===== src/hw/rtl/sal_pkg.sv =====
package sal_pkg;

  // default capacity of the list
  localparam int DEPTH_DEF = 8;

  // field widths
  localparam int OP_W     = 3;
  localparam int VALUE_W  = 31;
  localparam int POS_W    = 4;
  localparam int STATUS_W = 2;

  typedef logic [VALUE_W-1:0] value_t;
  typedef logic [POS_W-1:0]   pos_t;

  // request codes; five to seven are unused
  typedef enum logic [OP_W-1:0] {
    OP_INSERT    = 3'd0,
    OP_DEL_VALUE = 3'd1,
    OP_DEL_POS   = 3'd2,
    OP_SEARCH    = 3'd3,
    OP_READ      = 3'd4
  } op_t;

  // result status codes
  typedef enum logic [STATUS_W-1:0] {
    ST_OK    = 2'd0,
    ST_FULL  = 2'd1,
    ST_EMPTY = 2'd2,
    ST_MISS  = 2'd3
  } status_t;

  // sequencer states
  typedef enum logic [2:0] {
    S_IDLE,
    S_INS,
    S_INS_PUT,
    S_SCAN,
    S_FETCH,
    S_SHIFT,
    S_RESP
  } state_t;

endpackage


===== src/hw/rtl/sal_req_if.sv =====
interface sal_req_if;
  logic                       valid;
  logic                       ready;
  logic [sal_pkg::OP_W-1:0]   operation;
  sal_pkg::value_t            value;
  sal_pkg::pos_t              position;

  modport source (output valid, operation, value, position, input ready);
  modport sink (input valid, operation, value, position, output ready);
endinterface


===== src/hw/rtl/sal_rsp_if.sv =====
interface sal_rsp_if;
  logic                          valid;
  logic                          ready;
  logic [sal_pkg::STATUS_W-1:0]  status;
  sal_pkg::value_t               result_value;
  sal_pkg::pos_t                 result_position;
  sal_pkg::pos_t                 entry_count;
  logic                          is_empty;
  logic                          is_full;

  modport source (
    output valid, status, result_value, result_position, entry_count, is_empty, is_full,
    input ready
  );
  modport sink (
    input valid, status, result_value, result_position, entry_count, is_empty, is_full,
    output ready
  );
endinterface


===== src/hw/rtl/sal_ram.sv =====
module sal_ram #(
  parameter int WIDTH = sal_pkg::VALUE_W,
  parameter int DEPTH = sal_pkg::DEPTH_DEF,
  localparam int AW   = $clog2(DEPTH)
) (
  input  logic             clk,
  input  logic             we,
  input  logic [AW-1:0]    waddr,
  input  logic [WIDTH-1:0] wdata,
  input  logic [AW-1:0]    raddr,
  output logic [WIDTH-1:0] rdata
);

  logic [WIDTH-1:0] mem_r [DEPTH];
  logic [WIDTH-1:0] rdata_r;

  // one write port, one registered read port
  always_ff @(posedge clk) begin
    if (we) begin
      mem_r[waddr] <= wdata;
    end
    rdata_r <= mem_r[raddr];
  end

  assign rdata = rdata_r;

endmodule


===== src/hw/rtl/sorted_array_list_core.sv =====
// channel   | direction | beat contents
// ----------+-----------+-------------------------------------------------------
// in_req    | sink      | operation, value, position
// out_rsp   | source    | status, result_value, result_position, entry_count,
//           |           | is_empty, is_full
//
// one request at a time; the list lives in a one-read one-write ram and every
// step is one ram read per cycle, with the write of the previous step beside it
// insert walks down from the top entry, search and value delete walk up from slot zero
// synchronous active-low reset clears count and control; slots at or above the
// count are never used, so the ram needs no clearing pass
// a result beat waits in the output register; the next request is taken while
// it waits, and a stalled output only holds the sequencer in its last state
module sorted_array_list_core #(
  parameter int DEPTH = sal_pkg::DEPTH_DEF
) (
  input  logic       clk,
  input  logic       rst_n,
  sal_req_if.sink    in_req,
  sal_rsp_if.source  out_rsp
);

  localparam int CW = $clog2(DEPTH + 1);
  localparam int IW = $clog2(DEPTH);
  localparam int SW = CW + 1;
  localparam int XW = CW + sal_pkg::POS_W;

  sal_pkg::state_t           state_r, state_nxt;
  logic [CW-1:0]             count_r, count_nxt;
  logic [IW-1:0]             idx_r, idx_nxt;
  logic [sal_pkg::OP_W-1:0]  op_r, op_nxt;
  sal_pkg::value_t           val_r, val_nxt;
  sal_pkg::status_t          res_status_r, res_status_nxt;
  sal_pkg::value_t           res_val_r, res_val_nxt;
  sal_pkg::pos_t             res_pos_r, res_pos_nxt;

  logic                      out_valid_r, out_valid_nxt;
  sal_pkg::status_t          out_status_r, out_status_nxt;
  sal_pkg::value_t           out_val_r, out_val_nxt;
  sal_pkg::pos_t             out_pos_r, out_pos_nxt;
  sal_pkg::pos_t             out_count_r, out_count_nxt;
  logic                      out_empty_r, out_empty_nxt;
  logic                      out_full_r, out_full_nxt;

  logic                      mem_we;
  logic [IW-1:0]             mem_waddr;
  sal_pkg::value_t           mem_wdata;
  logic [IW-1:0]             mem_raddr;
  sal_pkg::value_t           mem_rdata;

  logic                      accept;
  logic                      list_full;
  logic                      list_empty;
  logic                      pos_bad;
  logic [SW-1:0]             idx_inc;
  logic [SW-1:0]             idx_inc2;
  sal_pkg::pos_t             idx_pos;
  logic                      ins_shift;
  logic                      ins_last;
  logic                      scan_hit;
  logic                      scan_last;
  logic                      shift_more;
  logic                      out_free;

  // entry storage
  sal_ram #(
    .WIDTH (sal_pkg::VALUE_W),
    .DEPTH (DEPTH)
  ) u_entries (
    .clk   (clk),
    .we    (mem_we),
    .waddr (mem_waddr),
    .wdata (mem_wdata),
    .raddr (mem_raddr),
    .rdata (mem_rdata)
  );

  // handshake
  assign in_req.ready = (state_r == sal_pkg::S_IDLE);
  assign accept       = in_req.valid && in_req.ready;
  assign out_free     = !out_valid_r || out_rsp.ready;

  // shared conditions
  assign list_full  = (count_r == CW'(DEPTH));
  assign list_empty = (count_r == '0);
  assign pos_bad    = (in_req.position == '0) ||
                      (XW'(in_req.position) > XW'(count_r));
  assign idx_inc    = SW'(idx_r) + SW'(1);
  assign idx_inc2   = SW'(idx_r) + SW'(2);
  assign idx_pos    = sal_pkg::POS_W'(idx_inc);
  assign ins_shift  = (mem_rdata > val_r);
  assign ins_last   = (idx_r == IW'(1));
  assign scan_hit   = (mem_rdata == val_r);
  assign scan_last  = (idx_inc == SW'(count_r));
  assign shift_more = (idx_inc2 < SW'(count_r));

  // next state
  always_comb begin
    state_nxt = state_r;
    unique case (state_r)
      sal_pkg::S_IDLE: begin
        if (accept) begin
          unique case (in_req.operation)
            sal_pkg::OP_INSERT: begin
              state_nxt = (list_full || list_empty) ? sal_pkg::S_RESP : sal_pkg::S_INS;
            end
            sal_pkg::OP_DEL_VALUE, sal_pkg::OP_SEARCH: begin
              state_nxt = list_empty ? sal_pkg::S_RESP : sal_pkg::S_SCAN;
            end
            sal_pkg::OP_DEL_POS, sal_pkg::OP_READ: begin
              state_nxt = (list_empty || pos_bad) ? sal_pkg::S_RESP : sal_pkg::S_FETCH;
            end
            default: begin
              state_nxt = sal_pkg::S_RESP;
            end
          endcase
        end
      end
      sal_pkg::S_INS: begin
        if (!ins_shift) begin
          state_nxt = sal_pkg::S_RESP;
        end else if (ins_last) begin
          state_nxt = sal_pkg::S_INS_PUT;
        end
      end
      sal_pkg::S_INS_PUT: begin
        state_nxt = sal_pkg::S_RESP;
      end
      sal_pkg::S_SCAN: begin
        if (scan_hit) begin
          state_nxt = (op_r == sal_pkg::OP_DEL_VALUE && !scan_last) ?
                      sal_pkg::S_SHIFT : sal_pkg::S_RESP;
        end else if (scan_last) begin
          state_nxt = sal_pkg::S_RESP;
        end
      end
      sal_pkg::S_FETCH: begin
        state_nxt = (op_r == sal_pkg::OP_DEL_POS && !scan_last) ?
                    sal_pkg::S_SHIFT : sal_pkg::S_RESP;
      end
      sal_pkg::S_SHIFT: begin
        if (!shift_more) begin
          state_nxt = sal_pkg::S_RESP;
        end
      end
      sal_pkg::S_RESP: begin
        if (out_free) begin
          state_nxt = sal_pkg::S_IDLE;
        end
      end
      default: begin
        state_nxt = sal_pkg::S_IDLE;
      end
    endcase
  end

  // datapath, ram access and result
  always_comb begin
    count_nxt      = count_r;
    idx_nxt        = idx_r;
    op_nxt         = op_r;
    val_nxt        = val_r;
    res_status_nxt = res_status_r;
    res_val_nxt    = res_val_r;
    res_pos_nxt    = res_pos_r;
    mem_we         = 1'b0;
    mem_waddr      = idx_r;
    mem_wdata      = mem_rdata;
    mem_raddr      = idx_r;
    out_valid_nxt  = out_valid_r && !out_rsp.ready;
    out_status_nxt = out_status_r;
    out_val_nxt    = out_val_r;
    out_pos_nxt    = out_pos_r;
    out_count_nxt  = out_count_r;
    out_empty_nxt  = out_empty_r;
    out_full_nxt   = out_full_r;

    unique case (state_r)
      sal_pkg::S_IDLE: begin
        if (accept) begin
          op_nxt         = in_req.operation;
          val_nxt        = in_req.value;
          res_status_nxt = sal_pkg::ST_MISS;
          res_val_nxt    = '0;
          res_pos_nxt    = '0;
          unique case (in_req.operation)
            sal_pkg::OP_INSERT: begin
              if (list_full) begin
                res_status_nxt = sal_pkg::ST_FULL;
              end else if (list_empty) begin
                // first entry goes straight to slot zero
                mem_we         = 1'b1;
                mem_waddr      = '0;
                mem_wdata      = in_req.value;
                res_status_nxt = sal_pkg::ST_OK;
                res_val_nxt    = in_req.value;
                res_pos_nxt    = sal_pkg::POS_W'(1);
                count_nxt      = count_r + CW'(1);
              end else begin
                // walk down from the top entry
                idx_nxt   = IW'(count_r);
                mem_raddr = IW'(count_r - CW'(1));
              end
            end
            sal_pkg::OP_DEL_VALUE, sal_pkg::OP_SEARCH: begin
              if (list_empty) begin
                res_status_nxt = sal_pkg::ST_EMPTY;
              end else begin
                idx_nxt   = '0;
                mem_raddr = '0;
              end
            end
            sal_pkg::OP_DEL_POS, sal_pkg::OP_READ: begin
              if (list_empty) begin
                res_status_nxt = sal_pkg::ST_EMPTY;
              end else if (!pos_bad) begin
                idx_nxt   = IW'(in_req.position - sal_pkg::POS_W'(1));
                mem_raddr = IW'(in_req.position - sal_pkg::POS_W'(1));
              end
            end
            default: begin
              res_status_nxt = sal_pkg::ST_MISS;
            end
          endcase
        end
      end
      // larger entries move up one slot while the next lower one is read
      sal_pkg::S_INS: begin
        mem_we = 1'b1;
        if (ins_shift) begin
          mem_wdata = mem_rdata;
          idx_nxt   = idx_r - IW'(1);
          mem_raddr = idx_r - IW'(2);
        end else begin
          mem_wdata      = val_r;
          res_status_nxt = sal_pkg::ST_OK;
          res_val_nxt    = val_r;
          res_pos_nxt    = idx_pos;
          count_nxt      = count_r + CW'(1);
        end
      end
      sal_pkg::S_INS_PUT: begin
        mem_we         = 1'b1;
        mem_wdata      = val_r;
        res_status_nxt = sal_pkg::ST_OK;
        res_val_nxt    = val_r;
        res_pos_nxt    = idx_pos;
        count_nxt      = count_r + CW'(1);
      end
      // linear search for the first match
      sal_pkg::S_SCAN: begin
        mem_raddr = IW'(idx_inc);
        if (scan_hit) begin
          res_status_nxt = sal_pkg::ST_OK;
          res_val_nxt    = val_r;
          res_pos_nxt    = idx_pos;
          if (op_r == sal_pkg::OP_DEL_VALUE && scan_last) begin
            count_nxt = count_r - CW'(1);
          end
        end else if (!scan_last) begin
          idx_nxt = IW'(idx_inc);
        end
      end
      sal_pkg::S_FETCH: begin
        mem_raddr      = IW'(idx_inc);
        res_status_nxt = sal_pkg::ST_OK;
        res_val_nxt    = mem_rdata;
        res_pos_nxt    = idx_pos;
        if (op_r == sal_pkg::OP_DEL_POS && scan_last) begin
          count_nxt = count_r - CW'(1);
        end
      end
      // later entries move down one slot; write and read never hit the same slot
      sal_pkg::S_SHIFT: begin
        mem_we    = 1'b1;
        mem_wdata = mem_rdata;
        mem_raddr = IW'(idx_inc2);
        if (shift_more) begin
          idx_nxt = IW'(idx_inc);
        end else begin
          count_nxt = count_r - CW'(1);
        end
      end
      sal_pkg::S_RESP: begin
        if (out_free) begin
          out_valid_nxt  = 1'b1;
          out_status_nxt = res_status_r;
          out_val_nxt    = res_val_r;
          out_pos_nxt    = res_pos_r;
          out_count_nxt  = sal_pkg::POS_W'(count_r);
          out_empty_nxt  = list_empty;
          out_full_nxt   = list_full;
        end
      end
      default: begin
        idx_nxt = idx_r;
      end
    endcase
  end

  // control registers
  always_ff @(posedge clk) begin
    if (!rst_n) begin
      state_r     <= sal_pkg::S_IDLE;
      count_r     <= '0;
      out_valid_r <= 1'b0;
    end else begin
      state_r     <= state_nxt;
      count_r     <= count_nxt;
      out_valid_r <= out_valid_nxt;
    end
  end

  // payload registers
  always_ff @(posedge clk) begin
    idx_r        <= idx_nxt;
    op_r         <= op_nxt;
    val_r        <= val_nxt;
    res_status_r <= res_status_nxt;
    res_val_r    <= res_val_nxt;
    res_pos_r    <= res_pos_nxt;
    out_status_r <= out_status_nxt;
    out_val_r    <= out_val_nxt;
    out_pos_r    <= out_pos_nxt;
    out_count_r  <= out_count_nxt;
    out_empty_r  <= out_empty_nxt;
    out_full_r   <= out_full_nxt;
  end

  // result beat
  assign out_rsp.valid           = out_valid_r;
  assign out_rsp.status          = out_status_r;
  assign out_rsp.result_value    = out_val_r;
  assign out_rsp.result_position = out_pos_r;
  assign out_rsp.entry_count     = out_count_r;
  assign out_rsp.is_empty        = out_empty_r;
  assign out_rsp.is_full         = out_full_r;

  // checks
  a_count_range: assert property (@(posedge clk) disable iff (!rst_n)
    count_r <= CW'(DEPTH))
    else $error("entry count beyond capacity");

  a_accept_busy: assert property (@(posedge clk) disable iff (!rst_n)
    accept |=> state_r != sal_pkg::S_IDLE)
    else $error("request accepted without leaving idle");

  a_full_refused: assert property (@(posedge clk) disable iff (!rst_n)
    accept && in_req.operation == sal_pkg::OP_INSERT && list_full
    |=> count_r == $past(count_r))
    else $error("insert into full list changed the count");

  a_fail_zero: assert property (@(posedge clk) disable iff (!rst_n)
    out_valid_r && out_status_r != sal_pkg::ST_OK
    |-> out_val_r == '0 && out_pos_r == '0)
    else $error("failed request carries value or position");

  a_shift_bound: assert property (@(posedge clk) disable iff (!rst_n)
    state_r == sal_pkg::S_SHIFT |-> idx_inc2 <= SW'(count_r))
    else $error("shift reads beyond the last entry");

endmodule

===== src/flat_wrapper.sv =====
// flat-port wrapper written by rule: the top's interface ports become plain ports
module sorted_array_list_core_flat 
#(
  parameter int DEPTH = sal_pkg::DEPTH_DEF
)
  (clk, rst_n, in_req_valid, in_req_operation, in_req_value, in_req_position, in_req_ready, out_rsp_valid, out_rsp_status, out_rsp_result_value, out_rsp_result_position, out_rsp_entry_count, out_rsp_is_empty, out_rsp_is_full, out_rsp_ready);
  sal_req_if in_req_i ();
  sal_rsp_if out_rsp_i ();
  input  logic clk;
  input  logic rst_n;
  input wire logic [$bits(in_req_i.valid)-1:0] in_req_valid;
  input wire logic [$bits(in_req_i.operation)-1:0] in_req_operation;
  input wire logic [$bits(in_req_i.value)-1:0] in_req_value;
  input wire logic [$bits(in_req_i.position)-1:0] in_req_position;
  output wire logic [$bits(in_req_i.ready)-1:0] in_req_ready;
  output wire logic [$bits(out_rsp_i.valid)-1:0] out_rsp_valid;
  output wire logic [$bits(out_rsp_i.status)-1:0] out_rsp_status;
  output wire logic [$bits(out_rsp_i.result_value)-1:0] out_rsp_result_value;
  output wire logic [$bits(out_rsp_i.result_position)-1:0] out_rsp_result_position;
  output wire logic [$bits(out_rsp_i.entry_count)-1:0] out_rsp_entry_count;
  output wire logic [$bits(out_rsp_i.is_empty)-1:0] out_rsp_is_empty;
  output wire logic [$bits(out_rsp_i.is_full)-1:0] out_rsp_is_full;
  input wire logic [$bits(out_rsp_i.ready)-1:0] out_rsp_ready;
  assign in_req_i.valid = in_req_valid;
  assign in_req_i.operation = in_req_operation;
  assign in_req_i.value = in_req_value;
  assign in_req_i.position = in_req_position;
  assign in_req_ready = in_req_i.ready;
  assign out_rsp_valid = out_rsp_i.valid;
  assign out_rsp_status = out_rsp_i.status;
  assign out_rsp_result_value = out_rsp_i.result_value;
  assign out_rsp_result_position = out_rsp_i.result_position;
  assign out_rsp_entry_count = out_rsp_i.entry_count;
  assign out_rsp_is_empty = out_rsp_i.is_empty;
  assign out_rsp_is_full = out_rsp_i.is_full;
  assign out_rsp_i.ready = out_rsp_ready;
  sorted_array_list_core #(.DEPTH(DEPTH)) u_core (.clk(clk), .rst_n(rst_n), .in_req(in_req_i), .out_rsp(out_rsp_i));
endmodule

===== config.mk =====
export PLATFORM = sky130hd
export DESIGN_NAME = sorted_array_list_core_flat
export DESIGN_NICKNAME = d
export VERILOG_FILES = /design/src/hw/rtl/sal_pkg.sv /design/src/hw/rtl/sal_req_if.sv /design/src/hw/rtl/sal_rsp_if.sv /design/src/hw/rtl/sal_ram.sv /design/src/hw/rtl/sorted_array_list_core.sv /design/src/flat_wrapper.sv
export SDC_FILE = /design/constraint.sdc
export NUM_CORES = 1
export LEC_CHECK = 0
export BUFFER_PORTS_ARGS = -buffer_cell sky130_fd_sc_hd__buf_2
export CAP_MARGIN = 15
export CORE_MARGIN = 2
export CORE_UTILIZATION = 55
export CTS_CLUSTER_SIZE = 25
export DETAILED_ROUTE_END_ITERATION = 6
export GPL_ROUTABILITY_DRIVEN = 0
export GPL_TIMING_DRIVEN = 1
export PLACE_DENSITY = 0.79
export SLEW_MARGIN = 20
export SYNTH_ARGS = -nofsm -noshare
export SYNTH_HDL_FRONTEND = slang
export SYNTH_SLANG_ARGS = --single-unit

===== constraint.sdc =====
create_clock -name clk -period 6.6 [get_ports clk]
set_clock_uncertainty 0.15 [all_clocks]
set_input_delay 0.99 -clock clk [delete_from_list [all_inputs] [get_ports clk]]
set_output_delay 0.99 -clock clk [all_outputs]
set_load 0.005 [all_outputs]

---- Yosys cells after proc, flatten, opt, wreduce, memory -nomap -nowiden ----
Memories as Yosys holds them, arrays and structs flattened. A register that Yosys moved wholly into a read port is not among the register bits.
Index checks and enable logic that the tools add are counted.
storage, ports and cells
  register bits after elaboration ......... 125
  RAM bits ................................ 248
  input port bits ......................... 42
  output and inout bits ................... 45
  word-level logic and storage cells ...... 179
  memories ................................ 1
operators by class
  add/sub/neg operators ................... 7
  order comparisons ....................... 3
  equal/unequal tests ..................... 35
  mux-type cells .......................... 84
  reductions and logical operators ........ 34
memories
  memory                  words  bits a word  read ports  clocked after Yosys merged registers in  wr ports  RTL line       RTL
  u_core.u_entries.mem_r  8      31           1           1                                        1         sal_ram.sv:14  logic [WIDTH-1:0] mem_r [DEPTH];
operators by type and width
  cell                  count
  $mux W31              11
  $pmux W31 S5          1
  $pmux W31 S3          1
  $mux W3               28
  $mux W4               14
  $eq A31 B31 Y1        1
  $gt A31 B31 Y1        1
  $pmux W3 S3           3
  $pmux W3 S4           2
  $pmux W4 S6           1
  $pmux W3 S7           1
  $mux W2               8
  $ne A2 B2 Y1 const B  8
  $pmux W4 S4           1
  $eq A3 B2 Y1 const B  5
  $eq A3 B1 Y1 const B  4
  $eq A3 B3 Y1 const B  4
  $ne A2 B1 Y1 const B  6
  $mux W1               10
  $reduce_and A10 Y1    1
  $ne A3 B3 Y1 const B  3
  $reduce_and A9 Y1     1
  $logic_not A4 Y1      2
  $pmux W2 S4           1
  other kinds (27)      45

---- Longest topological paths before layout ----
  depth in word-level cells ............... 8
  gate-level depth with buffers ........... 14
  gate-level depth less buffers ........... 11

---- Hierarchy ----
From an unflattened synthesis, not the netlist that was laid out.
second synthesis, totals
  cells, all modules ...................... 1135
  area, all modules ....................... 17815.8 um^2
by module, submodules not included
  module                  times used  cells each  area each (um^2)  sequential area each (um^2)
  sal_ram                 1           402         10221.1           8067.7
  sorted_array_list_core  1           733         7594.8            3673.5

---- Worst setup path before layout ----
No wires, ideal clock.
  path kind ............................... input to register
  from .................................... input in_req_valid
  to ...................................... memory u_core.u_entries.mem_r[3][0] (netlist name), enable pin
  library setup time ...................... 0.497 ns
  data arrival time ....................... 5.234 ns
  required time ........................... 5.953 ns
  path slack .............................. 0.719 ns
  stages on the path ...................... 5
  path through ............................ and2_1 > and2_1 > clkbuf_1 > clkbuf_1 > nor4_1
on the way
  cells in the longest elaborated chain, start to end .. 5
  elaborated cells between the ends (all ways) .. 7
  those cells by class .................... mux: 6; reduce/logical: 1
RTL lines
  what                           RTL line                       RTL
  from (decl)                    flat_wrapper.sv:11             input wire logic [$bits(in_req_i.valid)-1:0] in_req_valid;
  $logic_and A1 B1 Y1 (*)        sorted_array_list_core.sv:80   assign accept = in_req.valid && in_req.ready;
  $mux W1                        sorted_array_list_core.sv:180  if (accept) begin
  $pmux W1 S2                    sorted_array_list_core.sv:178  unique case (state_r)
  $mux W1                        sal_ram.sv:19                  if (we) begin
  $mux W1 (implied by the code)  sal_ram.sv:20                  mem_r[waddr] <= wdata;
  to (decl)                      sal_ram.sv:14
Mark *: on every way between the ends. The rest lies on a longest branch, timed or not.

---- Final worst setup path ----
  from .................................... register u_core.val_r[18]
  to ...................................... memory u_core.u_entries.mem_r[0][0] (netlist name), data pin
on the way
  cells in the longest elaborated chain, start to end .. 3
RTL lines
  what                           RTL line                       RTL
  from (decl)                    sorted_array_list_core.sv:32   sal_pkg::value_t val_r, val_nxt;
  from (signal assigned)         sorted_array_list_core.sv:318  val_r <= val_nxt;
  $gt A31 B31 Y1                 sorted_array_list_core.sv:91   assign ins_shift = (mem_rdata > val_r);
  $mux W31                       sorted_array_list_core.sv:230  if (ins_shift) begin
  $pmux W31 S3                   sorted_array_list_core.sv:178
  named net u_core.mem_wdata[0]  sorted_array_list_core.sv:47   sal_pkg::value_t mem_wdata;
The timed path passes the listed nets, and every way through them passes these cells.

==> summary.md <==
| Metric | Value |
|---|---|
| Outcome | finished, final reports clean |
| Final count of pins violating max slew | 0 |
| Row cnt | 65 |
| Worst-path clk slew | 0.06 ns |
| Hold WC Path Type | reg2reg |
| Layout cells sized above 1 | 0.1473 |
| Netlist cell types | 67 |
| Leakage power | 7.581 nW |
| Clk pwr share | 0.196 |
| Die Area | 33,870 um^2 |
| Global-route wire length before repair | 60.91 mm |
| CP max FO | 19 |
| Unrepaired setup endpoints after global routing | false |
| Psw | 4.226 mW |
| FF-to-FF End | u_core.u_entries.mem_r[0][0]$_DFFE_PP_ |
| GRT Total Usage | 0.2344 |
| FILL cells | 2,207 |
| IO Pins | 87 |
| Worst Setup End Kind | flip-flop |
| Worst stage delay on the critical path | 0.57 ns |
| Largest net degree at the start of global routing | 90 |
| R2r setup slk | 2.47 ns |
| Post-CTS setup buffers | 0 |
| Layout area overhead | 12.43% |
| Number of synthesized flops with an enable pin | 365 |
| Ant diodes | 0 |
| Synth Warn # | 0 |
| Maximum VDD drop | between 300 and 400 uV |
| Crit-path cells | inv_1 -> ha_1 -> a211o_1 -> o211ai_2 -> o211ai_1 -> a211o_1 -> o21ai_0 -> a21oi_1 -> o21ai_0 -> nand2b_2 -> buf_16 -> a221o_1 |
| H-tree Lvls | 2 |
| Number of max-cap violations | 0 |
| IO buf count | 86 |
| Synthesized instance count | approximately 1,300 |
| CTS tree | built |
| Vias in the first global route | 10,720 |
| Type of origin of the critical path | flip-flop |
| Crit path capture | u_core.u_entries.mem_r[0][0]$_DFFE_PP_ |
| Commonest non-fill, non-tap cell in the layout | edfxtp_1 |
| Tcrit/Tclk final | 0.6253 |
| Die width | 184.0 um |
| Via count | 11,260 |
| Slowest cell on crit path | o21ai_0 |
| Register-to-Register Path Depth | 12 |
| Total CTS buffers | 39 |
| Setup ws final | 2.473 ns |
| Avg Synthesized Cell Area | 13.93 um^2 |
| Crit path time final | 4.127 ns |
| Crit Path Category | reg2reg |
| Post-Route Utilization | 0.6319 |
| Gate power share | 0.422 |
| FFs w/ async S/R, synth | 0 |
| Worst-margin pin slew | 0.9931 ns |
| Core area | 31,720 um^2 |
| Flop pwr share | 0.382 |
| Power Dens Cells | 563.4 nW/um^2 |
| Initial Utilization | 0.5621 |
| Critical path arrival | roughly 4.2 ns |
| Most frequent cells in the layout | edfxtp_1 (365), mux2i_1 (126), a22o_1 (93), buf_2 (86), nand2_1 (67) |
| Clock Latency Late Sink | 0.54 ns |
| Primary FF master, synth | edfxtp_1 |
| WL final | 39.68 mm |
| Dpl hpwl | 24.57 mm |
| Final-report setup violation count | 0 |
| Final #Nets | between 1,000 and 1,500 |
| Hold Vio Cnt, Final | 0 |
| # resized after CTS | 0 |
| Seq/Total Area, Yosys | 0.6586 |
| Synth Register Bits | 404 |
| Worst slack at placement | 2.141 ns |
| Clk buf depth | 3 |
| Hold Slack | 0.2660 ns |
| DRC errors left | 0 |
| Switching Share | 0.3743 |
| Fmax | 0.2423 GHz |
| CTS Hold Bufs | 0 |
| Antenna violations before repair | 0 |
| Setup TNS | 0 ns |
| Post-Syn Area | 17,830 um^2 |
| Wire per inst | 22.21 um |
| Crit path from | u_core.val_r[18]$_DFFE_PP_ |
| Grt ovf | 0 |
| Clock Sinks | 404 |
| Vias per std cell | 6.298 |
| Buf/Inv on CP | 2 |
| Worst Path Required | ~6.7 ns |
| Critical path depth | 12 |
| Slew HR | 0.3309 |
| DIE HEIGHT | 184.0 um |
| Syn nets | 1,369 |
| Internal power | 7.065 mW |
| DR iter-0 viols | roughly 1,500 |
| Clk root buf | clkbuf_16 |
| Post-route ant nets | 0 |
| Critical path's top delay family | compound AO/OA/AOI/OAI gates |
| RR Startpoint | u_core.val_r[18]$_DFFE_PP_ |
| Pre-antenna DRT Iters | 5 |
-- layer usage --
layer,GRT usage,share of wire,vias up
met5,0,0,-
met1,0.3316,0.42,5518
met3,0.04081,0.086,66
li1,-,-,5133
met2,0.3771,0.47,538
met4,0.06432,0.023,0
-- metrics by stage --
step / cells / total power [mW] / area (um^2)
2_1_floorplan: 1280 / 7.757 / 17830
3_3_place_gp: 1714 / 8.827 / 18690
3_5_place_dp: 1717 / 9.030 / 18770
4_1_cts: 1787 / 11.27 / 20040
5_1_grt: 1787 / 11.87 / 20040
6_report: 1787 / 11.29 / 20040
-- power groups by stage --
stage	Clock [mW]	Combinational (mW)	Sequential, mW
finish	2.22	4.76	4.31
global route	2.34	5.17	4.36
CTS	2.25	4.73	4.30
detailed placement	0	4.68	4.35
global placement	0	4.50	4.33
floorplan	0	3.55	4.21
-- worst min-delay path by stage --
| stage | slack [ns] | startpoint | end | cells after the start |
|---|---|---|---|---|
| floorplan | 0.25 | u_core.res_pos_r[0]$_DFFE_PP_ | u_core.out_rsp.result_position[0]$_DFFE_PP_ | 0 |
| global route | 0.27 | u_core.res_status_r[1]$_SDFFCE_PP0P_ | u_core.out_rsp.status[1]$_DFFE_PP_ | 0 |
| detailed placement | 0.25 | u_core.res_val_r[17]$_DFFE_PP_ | u_core.out_rsp.result_value[17]$_DFFE_PP_ | 0 |
| finish | 0.27 | u_core.res_status_r[1]$_SDFFCE_PP0P_ | u_core.out_rsp.status[1]$_DFFE_PP_ | 0 |
| global placement | 0.25 | u_core.res_val_r[22]$_DFFE_PP_ | u_core.out_rsp.result_value[22]$_DFFE_PP_ | 0 |
| CTS | 0.27 | u_core.res_status_r[1]$_SDFFCE_PP0P_ | u_core.out_rsp.status[1]$_DFFE_PP_ | 0 |
-- registers in the layout, indices dropped and copies added (netlist names), 3 cells and up --
register and flops:
u_core.u_entries.mem_r 248, u_core.out_rsp.result_value 31, u_core.res_val_r 31, u_core.u_entries.rdata 31
u_core.val_r 31, u_core.count_r 4, u_core.out_rsp.entry_count 4, u_core.out_rsp.result_position 4
u_core.res_pos_r 4, u_core.idx_r 3, u_core.op_r 3, u_core.state_r 3
-- synthesized netlist by cell type, drive strengths merged (2+ instances only) --
library cell	n	area (um^2)
buf	24	167.7
o211ai	5	47.54
xnor2	9	78.83
clkbuf	53	198.9
inv	46	172.7
nor4	6	43.79
and2	8	50.05
ha	47	588.1
a211o	4	35.03
mux2i	126	1261
edfxtp	365	10960
o31ai	3	22.52
and3	34	212.7
or3	2	12.51
a21oi	26	137.6
o32ai	2	17.52
a31oi	36	225.2
nor3b	3	27.52
dfxtp	39	780.8
a21o	34	255.2
a21boi	4	30.03
a22o	93	814.5
nor2	64	240.2
a221oi	2	17.52
a211oi	37	290.3
nor3	11	65.06
nor2b	6	37.54
o22ai	6	37.54
nand4	11	68.82
nand3	43	215.2
o21ai	22	110.1
or2	3	18.77
a221o	2	20.02
o21a	5	37.54
nand2b	8	50.05
o311a	2	20.02
a22oi	2	15.01
mux2	4	45.04
nand2	67	251.5
-- worst register-to-register path: stages (launching register included) --
cell      delay (ns)
edfxtp_1        0.43
inv_1           0.08
ha_1            0.24
a211o_1         0.27
o211ai_2        0.08
o211ai_1        0.15
a211o_1         0.43
o21ai_0         0.58
a21oi_1         0.14
o21ai_0         0.23
nand2b_2        0.30
buf_16          0.27
a221o_1         0.47
-- kinds of logic after synthesis --
family	count (synthesis)	share of synthesized area
xor gates and xnor gates	10	0.004913
DFF	404	0.6586
buffers and inverters	123	0.03025
adders and majority gates	48	0.03355
and+or+nand+nor	270	0.07454
muxes	130	0.07327
AOI/OAI and AO/OA	295	0.1249
-- area by class of cell --
type	instances	area, um^2	area share
well taps	402	503.0	0.02510
multi-input cells	753	5657	0.2822
inverters	46	172.7	0.008615
flip-flops and latches	404	11740	0.5859
clock buffers	47	1036	0.05169
clock inverters	23	241.5	0.01205
repair buffers	112	690.7	0.03446
No activity file was read; power rests on OpenSTA's default activity.
